## src/rtl/dtsv_pkg.sv

```systemverilog
// shared types, constants and helpers of the date-time string validator
`timescale 1ns / 1ps
`default_nettype none

package dtsv_pkg;

  localparam int unsigned CHAR_W = 8;
  localparam int unsigned POS_W  = 5;
  localparam int unsigned ACC_W  = 7;
  localparam int unsigned DIG_W  = 4;

  typedef logic [CHAR_W-1:0] char_t;
  typedef logic [POS_W-1:0]  pos_t;
  typedef logic [ACC_W-1:0]  acc_t;
  typedef logic [DIG_W-1:0]  digit_t;

  // character codes
  localparam char_t CHR_ZERO  = 8'h30;
  localparam char_t CHR_NINE  = 8'h39;
  localparam char_t CHR_COLON = 8'h3A;
  localparam char_t CHR_SPACE = 8'h20;

  // layout of dd:MM:yyyy hh:mm:ss
  localparam pos_t POS_DAY0    = 5'd0;
  localparam pos_t POS_DAY1    = 5'd1;
  localparam pos_t POS_SEP_DM  = 5'd2;
  localparam pos_t POS_MON0    = 5'd3;
  localparam pos_t POS_MON1    = 5'd4;
  localparam pos_t POS_SEP_MY  = 5'd5;
  localparam pos_t POS_CENT0   = 5'd6;
  localparam pos_t POS_CENT1   = 5'd7;
  localparam pos_t POS_YR0     = 5'd8;
  localparam pos_t POS_YR1     = 5'd9;
  localparam pos_t POS_SEP_DT  = 5'd10;
  localparam pos_t POS_HR0     = 5'd11;
  localparam pos_t POS_HR1     = 5'd12;
  localparam pos_t POS_SEP_HM  = 5'd13;
  localparam pos_t POS_MIN0    = 5'd14;
  localparam pos_t POS_MIN1    = 5'd15;
  localparam pos_t POS_SEP_MS  = 5'd16;
  localparam pos_t POS_SEC0    = 5'd17;
  localparam pos_t POS_SEC1    = 5'd18;
  localparam pos_t POS_FULL    = 5'd19;
  localparam pos_t POS_SAT     = 5'd20;

  // value limits
  localparam acc_t DAY_MIN   = 7'd1;
  localparam acc_t DAY_MAX   = 7'd31;
  localparam acc_t DAY_30    = 7'd30;
  localparam acc_t DAY_FEB   = 7'd28;
  localparam acc_t DAY_FEB_L = 7'd29;
  localparam acc_t MON_MIN   = 7'd1;
  localparam acc_t MON_MAX   = 7'd12;
  localparam acc_t MON_FEB   = 7'd2;
  localparam acc_t MON_APR   = 7'd4;
  localparam acc_t MON_JUN   = 7'd6;
  localparam acc_t MON_SEP   = 7'd9;
  localparam acc_t MON_NOV   = 7'd11;
  localparam acc_t HOUR_MAX  = 7'd23;
  localparam acc_t MS_MAX    = 7'd59;

  // shift one decimal digit into a two-digit accumulator
  function automatic acc_t push_digit(input acc_t acc, input digit_t dig);
    logic [ACC_W+3:0] sum;
    sum = {1'b0, acc, 3'b000} + {3'b000, acc, 1'b0} + {{(ACC_W){1'b0}}, dig};
    return sum[ACC_W-1:0];
  endfunction

endpackage

`default_nettype wire

```

## src/rtl/dtsv_if.sv

```systemverilog
// valid/ready channels for characters in and verdicts out
`timescale 1ns / 1ps
`default_nettype none

interface dtsv_in_if;
  logic                 valid;
  logic                 ready;
  dtsv_pkg::char_t      char_in;
  logic                 last;

  modport source (output valid, output char_in, output last, input ready);
  modport sink   (input valid, input char_in, input last, output ready);
endinterface

interface dtsv_out_if;
  logic valid;
  logic ready;
  logic valid_res;

  modport source (output valid, output valid_res, input ready);
  modport sink   (input valid, input valid_res, output ready);
endinterface

`default_nettype wire

```

## src/rtl/datetime_string_validator.sv

```systemverilog
// top level: streaming validator for dd:MM:yyyy hh:mm:ss timestamp strings
`timescale 1ns / 1ps
`default_nettype none

// one character word per cycle enters on in_i; the word flagged last closes the
// string and yields one verdict word on out_o (1 = well formed, in range and the
// day fits the month, Gregorian leap years included). a string must be exactly
// 19 characters; field characters must be digits, separators exact. throughput
// is one character per cycle save for the stall below: a word is held in the
// input register, then updates the position and digit accumulators while the
// verdict, if last, goes to the result register. a non-last character keeps
// flowing even while a verdict waits to be taken; only a second last character
// stalls behind an untaken verdict. after each verdict all state clears so the
// next word starts a new string.
module datetime_string_validator (
  input  wire logic       clk_i,
  input  wire logic       rst_ni,
  dtsv_in_if.sink         in_i,
  dtsv_out_if.source      out_o
);

  // input register
  logic              s1_valid_q, s1_valid_d;
  dtsv_pkg::char_t   s1_char_q;
  logic              s1_last_q;

  // string state
  dtsv_pkg::pos_t    pos_q, pos_d;
  dtsv_pkg::acc_t    day_q, day_d;
  dtsv_pkg::acc_t    mon_q, mon_d;
  dtsv_pkg::acc_t    cent_q, cent_d;    // first two year digits
  dtsv_pkg::acc_t    yr_q, yr_d;        // last two year digits
  dtsv_pkg::acc_t    hour_q, hour_d;
  dtsv_pkg::acc_t    min_q, min_d;
  dtsv_pkg::acc_t    sec_q, sec_d;
  logic              bad_q, bad_d;

  // result register
  logic              out_valid_q, out_valid_d;
  logic              res_q;

  // values after the current character, before end-of-string clear
  dtsv_pkg::pos_t    nx_pos;
  dtsv_pkg::acc_t    nx_day, nx_mon, nx_cent, nx_yr, nx_hour, nx_min, nx_sec;
  logic              nx_bad;

  logic              is_dig;
  dtsv_pkg::digit_t  dig;
  logic              stall;
  logic              in_fire;
  logic              s1_fire;
  logic              fin;
  logic              leap;
  dtsv_pkg::acc_t    day_lim;
  logic              verdict;

  // only a finished string waiting behind an untaken verdict holds the pipe
  assign stall   = s1_valid_q && s1_last_q && out_valid_q && !out_o.ready;
  assign s1_fire = s1_valid_q && !stall;
  assign fin     = s1_fire && s1_last_q;

  assign in_i.ready = !stall;
  assign in_fire    = in_i.valid && in_i.ready;

  assign s1_valid_d = in_fire ? 1'b1 : (s1_fire ? 1'b0 : s1_valid_q);

  assign is_dig = (s1_char_q >= dtsv_pkg::CHR_ZERO) && (s1_char_q <= dtsv_pkg::CHR_NINE);
  assign dig    = is_dig ? dtsv_pkg::digit_t'(s1_char_q - dtsv_pkg::CHR_ZERO) : '0;

  // per-character field decode and accumulate
  always_comb begin
    nx_day  = day_q;
    nx_mon  = mon_q;
    nx_cent = cent_q;
    nx_yr   = yr_q;
    nx_hour = hour_q;
    nx_min  = min_q;
    nx_sec  = sec_q;
    nx_bad  = bad_q;
    unique case (pos_q) inside
      dtsv_pkg::POS_SEP_DM, dtsv_pkg::POS_SEP_MY,
      dtsv_pkg::POS_SEP_HM, dtsv_pkg::POS_SEP_MS: begin
        if (s1_char_q != dtsv_pkg::CHR_COLON) nx_bad = 1'b1;
      end
      dtsv_pkg::POS_SEP_DT: begin
        if (s1_char_q != dtsv_pkg::CHR_SPACE) nx_bad = 1'b1;
      end
      [dtsv_pkg::POS_DAY0:dtsv_pkg::POS_DAY1]: begin
        if (!is_dig) nx_bad = 1'b1;
        else nx_day = dtsv_pkg::push_digit(day_q, dig);
      end
      [dtsv_pkg::POS_MON0:dtsv_pkg::POS_MON1]: begin
        if (!is_dig) nx_bad = 1'b1;
        else nx_mon = dtsv_pkg::push_digit(mon_q, dig);
      end
      [dtsv_pkg::POS_CENT0:dtsv_pkg::POS_CENT1]: begin
        if (!is_dig) nx_bad = 1'b1;
        else nx_cent = dtsv_pkg::push_digit(cent_q, dig);
      end
      [dtsv_pkg::POS_YR0:dtsv_pkg::POS_YR1]: begin
        if (!is_dig) nx_bad = 1'b1;
        else nx_yr = dtsv_pkg::push_digit(yr_q, dig);
      end
      [dtsv_pkg::POS_HR0:dtsv_pkg::POS_HR1]: begin
        if (!is_dig) nx_bad = 1'b1;
        else nx_hour = dtsv_pkg::push_digit(hour_q, dig);
      end
      [dtsv_pkg::POS_MIN0:dtsv_pkg::POS_MIN1]: begin
        if (!is_dig) nx_bad = 1'b1;
        else nx_min = dtsv_pkg::push_digit(min_q, dig);
      end
      [dtsv_pkg::POS_SEC0:dtsv_pkg::POS_SEC1]: begin
        if (!is_dig) nx_bad = 1'b1;
        else nx_sec = dtsv_pkg::push_digit(sec_q, dig);
      end
      default: begin
        // too long
        nx_bad = 1'b1;
      end
    endcase
  end

  assign nx_pos = (pos_q < dtsv_pkg::POS_SAT) ? pos_q + dtsv_pkg::pos_t'(1) : pos_q;

  // leap year from the two digit pairs: yy % 4 on the low pair, century on the high
  assign leap = ((nx_yr[1:0] == 2'b00) && (nx_yr != '0)) ||
                ((nx_yr == '0) && (nx_cent[1:0] == 2'b00));

  // days allowed in the month
  always_comb begin
    case (nx_mon) inside
      dtsv_pkg::MON_FEB: day_lim = leap ? dtsv_pkg::DAY_FEB_L : dtsv_pkg::DAY_FEB;
      dtsv_pkg::MON_APR, dtsv_pkg::MON_JUN,
      dtsv_pkg::MON_SEP, dtsv_pkg::MON_NOV: day_lim = dtsv_pkg::DAY_30;
      default: day_lim = dtsv_pkg::DAY_MAX;
    endcase
  end

  assign verdict = !nx_bad && (nx_pos == dtsv_pkg::POS_FULL) &&
                   (nx_day >= dtsv_pkg::DAY_MIN) && (nx_day <= day_lim) &&
                   (nx_mon >= dtsv_pkg::MON_MIN) && (nx_mon <= dtsv_pkg::MON_MAX) &&
                   (nx_hour <= dtsv_pkg::HOUR_MAX) && (nx_min <= dtsv_pkg::MS_MAX) &&
                   (nx_sec <= dtsv_pkg::MS_MAX);

  // commit the character, or clear for a new string after the verdict
  always_comb begin
    pos_d  = pos_q;
    day_d  = day_q;
    mon_d  = mon_q;
    cent_d = cent_q;
    yr_d   = yr_q;
    hour_d = hour_q;
    min_d  = min_q;
    sec_d  = sec_q;
    bad_d  = bad_q;
    if (fin) begin
      pos_d  = '0;
      day_d  = '0;
      mon_d  = '0;
      cent_d = '0;
      yr_d   = '0;
      hour_d = '0;
      min_d  = '0;
      sec_d  = '0;
      bad_d  = 1'b0;
    end else if (s1_fire) begin
      pos_d  = nx_pos;
      day_d  = nx_day;
      mon_d  = nx_mon;
      cent_d = nx_cent;
      yr_d   = nx_yr;
      hour_d = nx_hour;
      min_d  = nx_min;
      sec_d  = nx_sec;
      bad_d  = nx_bad;
    end
  end

  assign out_valid_d = fin ? 1'b1 : (out_o.ready ? 1'b0 : out_valid_q);

  always_ff @(posedge clk_i or negedge rst_ni) begin
    if (!rst_ni) begin
      s1_valid_q  <= 1'b0;
      pos_q       <= '0;
      day_q       <= '0;
      mon_q       <= '0;
      cent_q      <= '0;
      yr_q        <= '0;
      hour_q      <= '0;
      min_q       <= '0;
      sec_q       <= '0;
      bad_q       <= 1'b0;
      out_valid_q <= 1'b0;
    end else begin
      s1_valid_q  <= s1_valid_d;
      pos_q       <= pos_d;
      day_q       <= day_d;
      mon_q       <= mon_d;
      cent_q      <= cent_d;
      yr_q        <= yr_d;
      hour_q      <= hour_d;
      min_q       <= min_d;
      sec_q       <= sec_d;
      bad_q       <= bad_d;
      out_valid_q <= out_valid_d;
    end
  end

  // payload registers
  always_ff @(posedge clk_i) begin
    if (in_fire) begin
      s1_char_q <= in_i.char_in;
      s1_last_q <= in_i.last;
    end
    if (fin) begin
      res_q <= verdict;
    end
  end

  assign out_o.valid     = out_valid_q;
  assign out_o.valid_res = res_q;

  // position never runs past saturation
  a_pos_sat: assert property (@(posedge clk_i) disable iff (!rst_ni)
    pos_q <= dtsv_pkg::POS_SAT)
    else $error("position above saturation");

  // end of string leaves a clean state
  a_clear: assert property (@(posedge clk_i) disable iff (!rst_ni)
    fin |=> (pos_q == '0) && !bad_q)
    else $error("state not cleared after verdict");

  // a verdict word only appears after a last character was processed
  a_rose: assert property (@(posedge clk_i) disable iff (!rst_ni)
    $rose(out_valid_q) |-> $past(fin))
    else $error("verdict without a closing character");

  // a positive verdict needs the closing character at the final position
  a_pass_len: assert property (@(posedge clk_i) disable iff (!rst_ni)
    (fin && verdict) |-> (pos_q == dtsv_pkg::POS_SEC1) && is_dig)
    else $error("pass verdict on wrong length");

endmodule

`default_nettype wire
```

## src/flat_wrapper.sv

```systemverilog
// flat-port wrapper written by rule: the top's interface ports become plain ports
module datetime_string_validator_flat 
  (clk_i, rst_ni, in_i_valid, in_i_char_in, in_i_last, in_i_ready, out_o_valid, out_o_valid_res, out_o_ready);
  dtsv_in_if in_i_i ();
  dtsv_out_if out_o_i ();
  input  wire logic clk_i;
  input  wire logic rst_ni;
  input wire logic [$bits(in_i_i.valid)-1:0] in_i_valid;
  input wire logic [$bits(in_i_i.char_in)-1:0] in_i_char_in;
  input wire logic [$bits(in_i_i.last)-1:0] in_i_last;
  output wire logic [$bits(in_i_i.ready)-1:0] in_i_ready;
  output wire logic [$bits(out_o_i.valid)-1:0] out_o_valid;
  output wire logic [$bits(out_o_i.valid_res)-1:0] out_o_valid_res;
  input wire logic [$bits(out_o_i.ready)-1:0] out_o_ready;
  assign in_i_i.valid = in_i_valid;
  assign in_i_i.char_in = in_i_char_in;
  assign in_i_i.last = in_i_last;
  assign in_i_ready = in_i_i.ready;
  assign out_o_valid = out_o_i.valid;
  assign out_o_valid_res = out_o_i.valid_res;
  assign out_o_i.ready = out_o_ready;
  datetime_string_validator u_core (.clk_i(clk_i), .rst_ni(rst_ni), .in_i(in_i_i), .out_o(out_o_i));
endmodule
```

## config.mk

```make
export PLATFORM = sky130hd
export DESIGN_NAME = datetime_string_validator_flat
export DESIGN_NICKNAME = d
export VERILOG_FILES = /design/src/rtl/dtsv_pkg.sv /design/src/rtl/dtsv_if.sv /design/src/rtl/datetime_string_validator.sv /design/src/flat_wrapper.sv
export SDC_FILE = /design/constraint.sdc
export NUM_CORES = 1
export LEC_CHECK = 0
export BUFFER_PORTS_ARGS = -buffer_cell sky130_fd_sc_hd__buf_4
export CAP_MARGIN = 25
export CORE_ASPECT_RATIO = 1.5
export CORE_MARGIN = 10
export CORE_UTILIZATION = 31
export CTS_CLUSTER_SIZE = 25
export DETAILED_ROUTE_END_ITERATION = 10
export SYNTH_ARGS = -nofsm -noshare
export SYNTH_HDL_FRONTEND = slang
export SYNTH_SLANG_ARGS = --single-unit
```

## constraint.sdc

```tcl
create_clock -name clk_i -period 5.48 [get_ports clk_i]
set_input_delay 0.548 -clock clk_i [delete_from_list [all_inputs] [get_ports clk_i]]
set_output_delay 0.548 -clock clk_i [all_outputs]
set_load 0.1 [all_outputs]
```

==> run_results.csv <==
group,metric,value,unit
routing,wl_met3,351,µm
routing,vias,3802,
timing,slew_headroom,32.9,%
global_route,antenna_found_initial,0,
critical_path,crit_chain,"o21ai_1 -> and3_1 -> ha_1 -> ha_1 -> inv_1 -> fa_1 -> inv_1 -> a21o_1 -> a21oi_1 -> xnor2_1 -> o41a_1 -> nor2_1 -> ha_1 -> nor2b_1 -> o21ai_0 -> nor2_1 -> or4_1 -> a2111oi_2 -> and4_1",
clock_tree,cts_buffers,9,
clock_tree,cts_max_level,3,
global_route,grt_overflow,0,
power_and_ir_drop,pwr-share-comb,22.1,%
global_route,track_usage,11.8,%
timing,clock_skew,0.00415,ns
floorplan,fp.dieW,121,µm
timing,finalHoldViolCount,0,
placement,hpwlAfterDp,8.56,mm
placement,gp_congestion,0.806,
power_and_ir_drop,p_sw_share,31.6,%
yosys,async_flop_share,83.9,%
yosys,synth_nets,569,
global_route,grt_pass1_wl,19.5,mm
timing,fmax,199,MHz
cells_and_area,syn2layout_area_growth,14.1,%
yosys,synth_edf_count,10,
yosys,ys_seq_elements,62,
critical_path,cpMostUsedCell,"ha_1",
floorplan,die_height,171,µm
global_route,grt_pass1_vias,3914,
power_and_ir_drop,pwr-share-seq,36.3,%
clock_tree,postCtsSetupRepairBufs,0,
run,cap_violations,0,
placement,dpl_worst_slack,0.520,ns
yosys,syn_inst,489,
cells_and_area,drive_gt1_share,10.0,%
critical_path,critical_path.endpoint_type,"flip-flop",
power_and_ir_drop,switchingPower,0.501,mW
placement,dp_cells,693,
cells_and_area,final_cells,709,
cells_and_area,layout_commonest_cell,"ha_1",
routing,first_pass_iters,4,
floorplan,coreArea,15000,µm²
power_and_ir_drop,power_density,295,nW/µm²
timing,setup_viol,0,
yosys,syn_area,4710,µm²
global_route,grt_max_degree,53,
timing,finalSetupTns,0,ns
clock_tree,clk_path_buf_depth,2,
cells_and_area,fin_nets,585,
routing,drt-total-wl,11.7,mm
clock_tree,cts.sinks,62,
critical_path,crit_arrival,5.23,ns
cells_and_area,fill_cells,1570,
routing,wl_per_cell,16.5,µm
routing,wl_met2,6.22,mm
routing,first_iter_violations,118,
critical_path,startpoint_type,"flip-flop",
clock_tree,ctsResizeCount,0,
clock_tree,clk_latency,0.33,ns
timing,drv_slew,0,
power_and_ir_drop,pwr-share-clk,41.6,%
power_and_ir_drop,ir_drop,193,µV
yosys,yosys.cell_types.count,64,
critical_path,crit_type,"reg -> reg",
yosys,yosysSeqAreaShare,34.0,%
worst_hold_path,hold_class,"in -> async",
timing,tightest_slew,0.992,ns
timing,rsz0062_at_grt,"no",
clock_tree,cts_tree,"built",
clock_tree,cts_root_buf,"clkbuf_16",
critical_path,worstPathMaxFanout,6,
cells_and_area,diodes,0,
floorplan,dieArea,20600,µm²
run_status,status,"completed",
routing,route.detailed.drc,0,
floorplan,ios,16,
placement,port_buffers,15,
clock_tree,cts.reportedPaths.clkPinSlew,0.06,ns
power_and_ir_drop,finalPower,1.59,mW
yosys,synth_area_per_cell,9.64,µm²
timing,fin_ws,0.452,ns
critical_path,cpPeakStageDelay,0.46,ns
clock_tree,hold_buffers,0,
yosys,synthFlopType,"dfrtp_1",
floorplan,start_util,31.4,%
timing,finalCritPeriodShare,91.8,%
routing,ant_nets,0,
cells_and_area,final_cell_mix,"61 x ha_1, 52 x dfrtp_1, 42 x nand2_1, 37 x o21ai_0, 30 x inv_1",
power_and_ir_drop,p_leak,2.63,nW
routing,met1_length,4.74,mm
critical_path,cp.required,5.68,ns
timing,period_needed,5.03,ns
routing,routed.top_layer,"met4",
yosys,yosys_warnings,0,
routing,viasPerCell,5.36,
timing,fin_hold_ws,0.265,ns
power_and_ir_drop,power.internal,1.09,mW
critical_path,slowest_stage,"and3_1",
floorplan,rows,55,
-- critical path, delay by kind of cell (launching register included) --
family | cells | cell delay (ns)
compound gates | 6 | 1.63
simple gates | 6 | 1.46
fa+ha+maj | 4 | 1.06
flops | 1 | 0.45
buf+inv | 2 | 0.16
xor+xnor | 1 | 0.15
-- sequential cells by signal, indices dropped and copies added, names as in the netlist, 2 cells and up --
| name | cells |
|---|---|
| u_core.day_q | 7 |
| u_core.yr_q | 7 |
| u_core.sec_q | 7 |
| u_core.hour_q | 7 |
| u_core.s1_char_q | 8 |
| u_core.min_q | 7 |
| u_core.cent_q | 2 |
| u_core.pos_q | 5 |
| u_core.mon_q | 7 |
-- worst paths after layout --
check	end	slack [ns]	depth (start not counted)	from
worst max-delay path	u_core.out_o.valid_res	0.45	19	u_core.s1_char_q[1]
worst min-delay path	u_core.min_q[2]	0.26	1	rst_ni
max in group asynchronous	u_core.yr_q[0]	4.74	1	rst_ni
min in group clk_i	u_core.s1_last_q	0.39	1	in_i_last
worst max register to register	u_core.out_o.valid_res	0.45	19	u_core.s1_char_q[1]
worst min register to register	u_core.min_q[6]	0.47	2	u_core.min_q[6]
-- power groups by stage --
| stage | combinational, mW | clock (mW) | sequential, mW |
|---|---|---|---|
| after global placement | 0.343 | 0 | 0.579 |
| after global routing | 0.388 | 0.692 | 0.585 |
| after floorplan | 0.310 | 0 | 0.536 |
| after CTS | 0.352 | 0.673 | 0.573 |
| after detailed placement | 0.349 | 0 | 0.582 |
| final | 0.351 | 0.660 | 0.575 |
-- cell families after synthesis --
group | Yosys count | share of synthesized area, %
buffers and inverters | 45 | 3.90
multiplexers | 3 | 0.664
AO/OA/AOI/OAI | 138 | 20.0
adder cells (fa/ha/maj) | 67 | 18.7
AND/OR/NAND/NOR | 137 | 15.9
XOR/XNOR | 37 | 6.88
flip-flops | 62 | 34.0
-- stage by stage --
step	cell area, µm²	utilization [%]
after global routing	5380	35.9
after floorplan	4710	-
after detailed placement	5040	33.6
final	5380	35.9
after global placement	5040	33.6
after CTS	5380	35.9
-- routing by layer --
layer / up-vias / global-route usage [%]
met5: - / 0
met4: 0 / 5.37
met3: 24 / 2.11
met2: 89 / 21.5
met1: 1853 / 12.8
li1: 1836 / -
-- area by class of cell --
type / instances / area, µm² / area share (%)
clock buffer: 10 / 229 / 4.26
clock inverter: 6 / 110 / 2.05
inverter: 31 / 116 / 2.16
multi-input combinational: 382 / 2930 / 54.5
sequential: 62 / 1600 / 29.8
tap: 199 / 249 / 4.63
timing repair buffer: 19 / 143 / 2.65
-- Yosys cell counts (12+ instances only) --
cell / n / area, µm²
a21o_1: 16 / 120
a21oi_1: 25 / 125
a22o_1: 15 / 131
clkbuf_1: 12 / 45.0
dfrtp_1: 52 / 1300
ha_1: 61 / 763
inv_1: 30 / 113
nand2_1: 42 / 158
nor2_1: 22 / 82.6
o21ai_0: 37 / 185
xnor2_1: 23 / 201
xor2_1: 14 / 123
(Power assumes the default switching activity.)
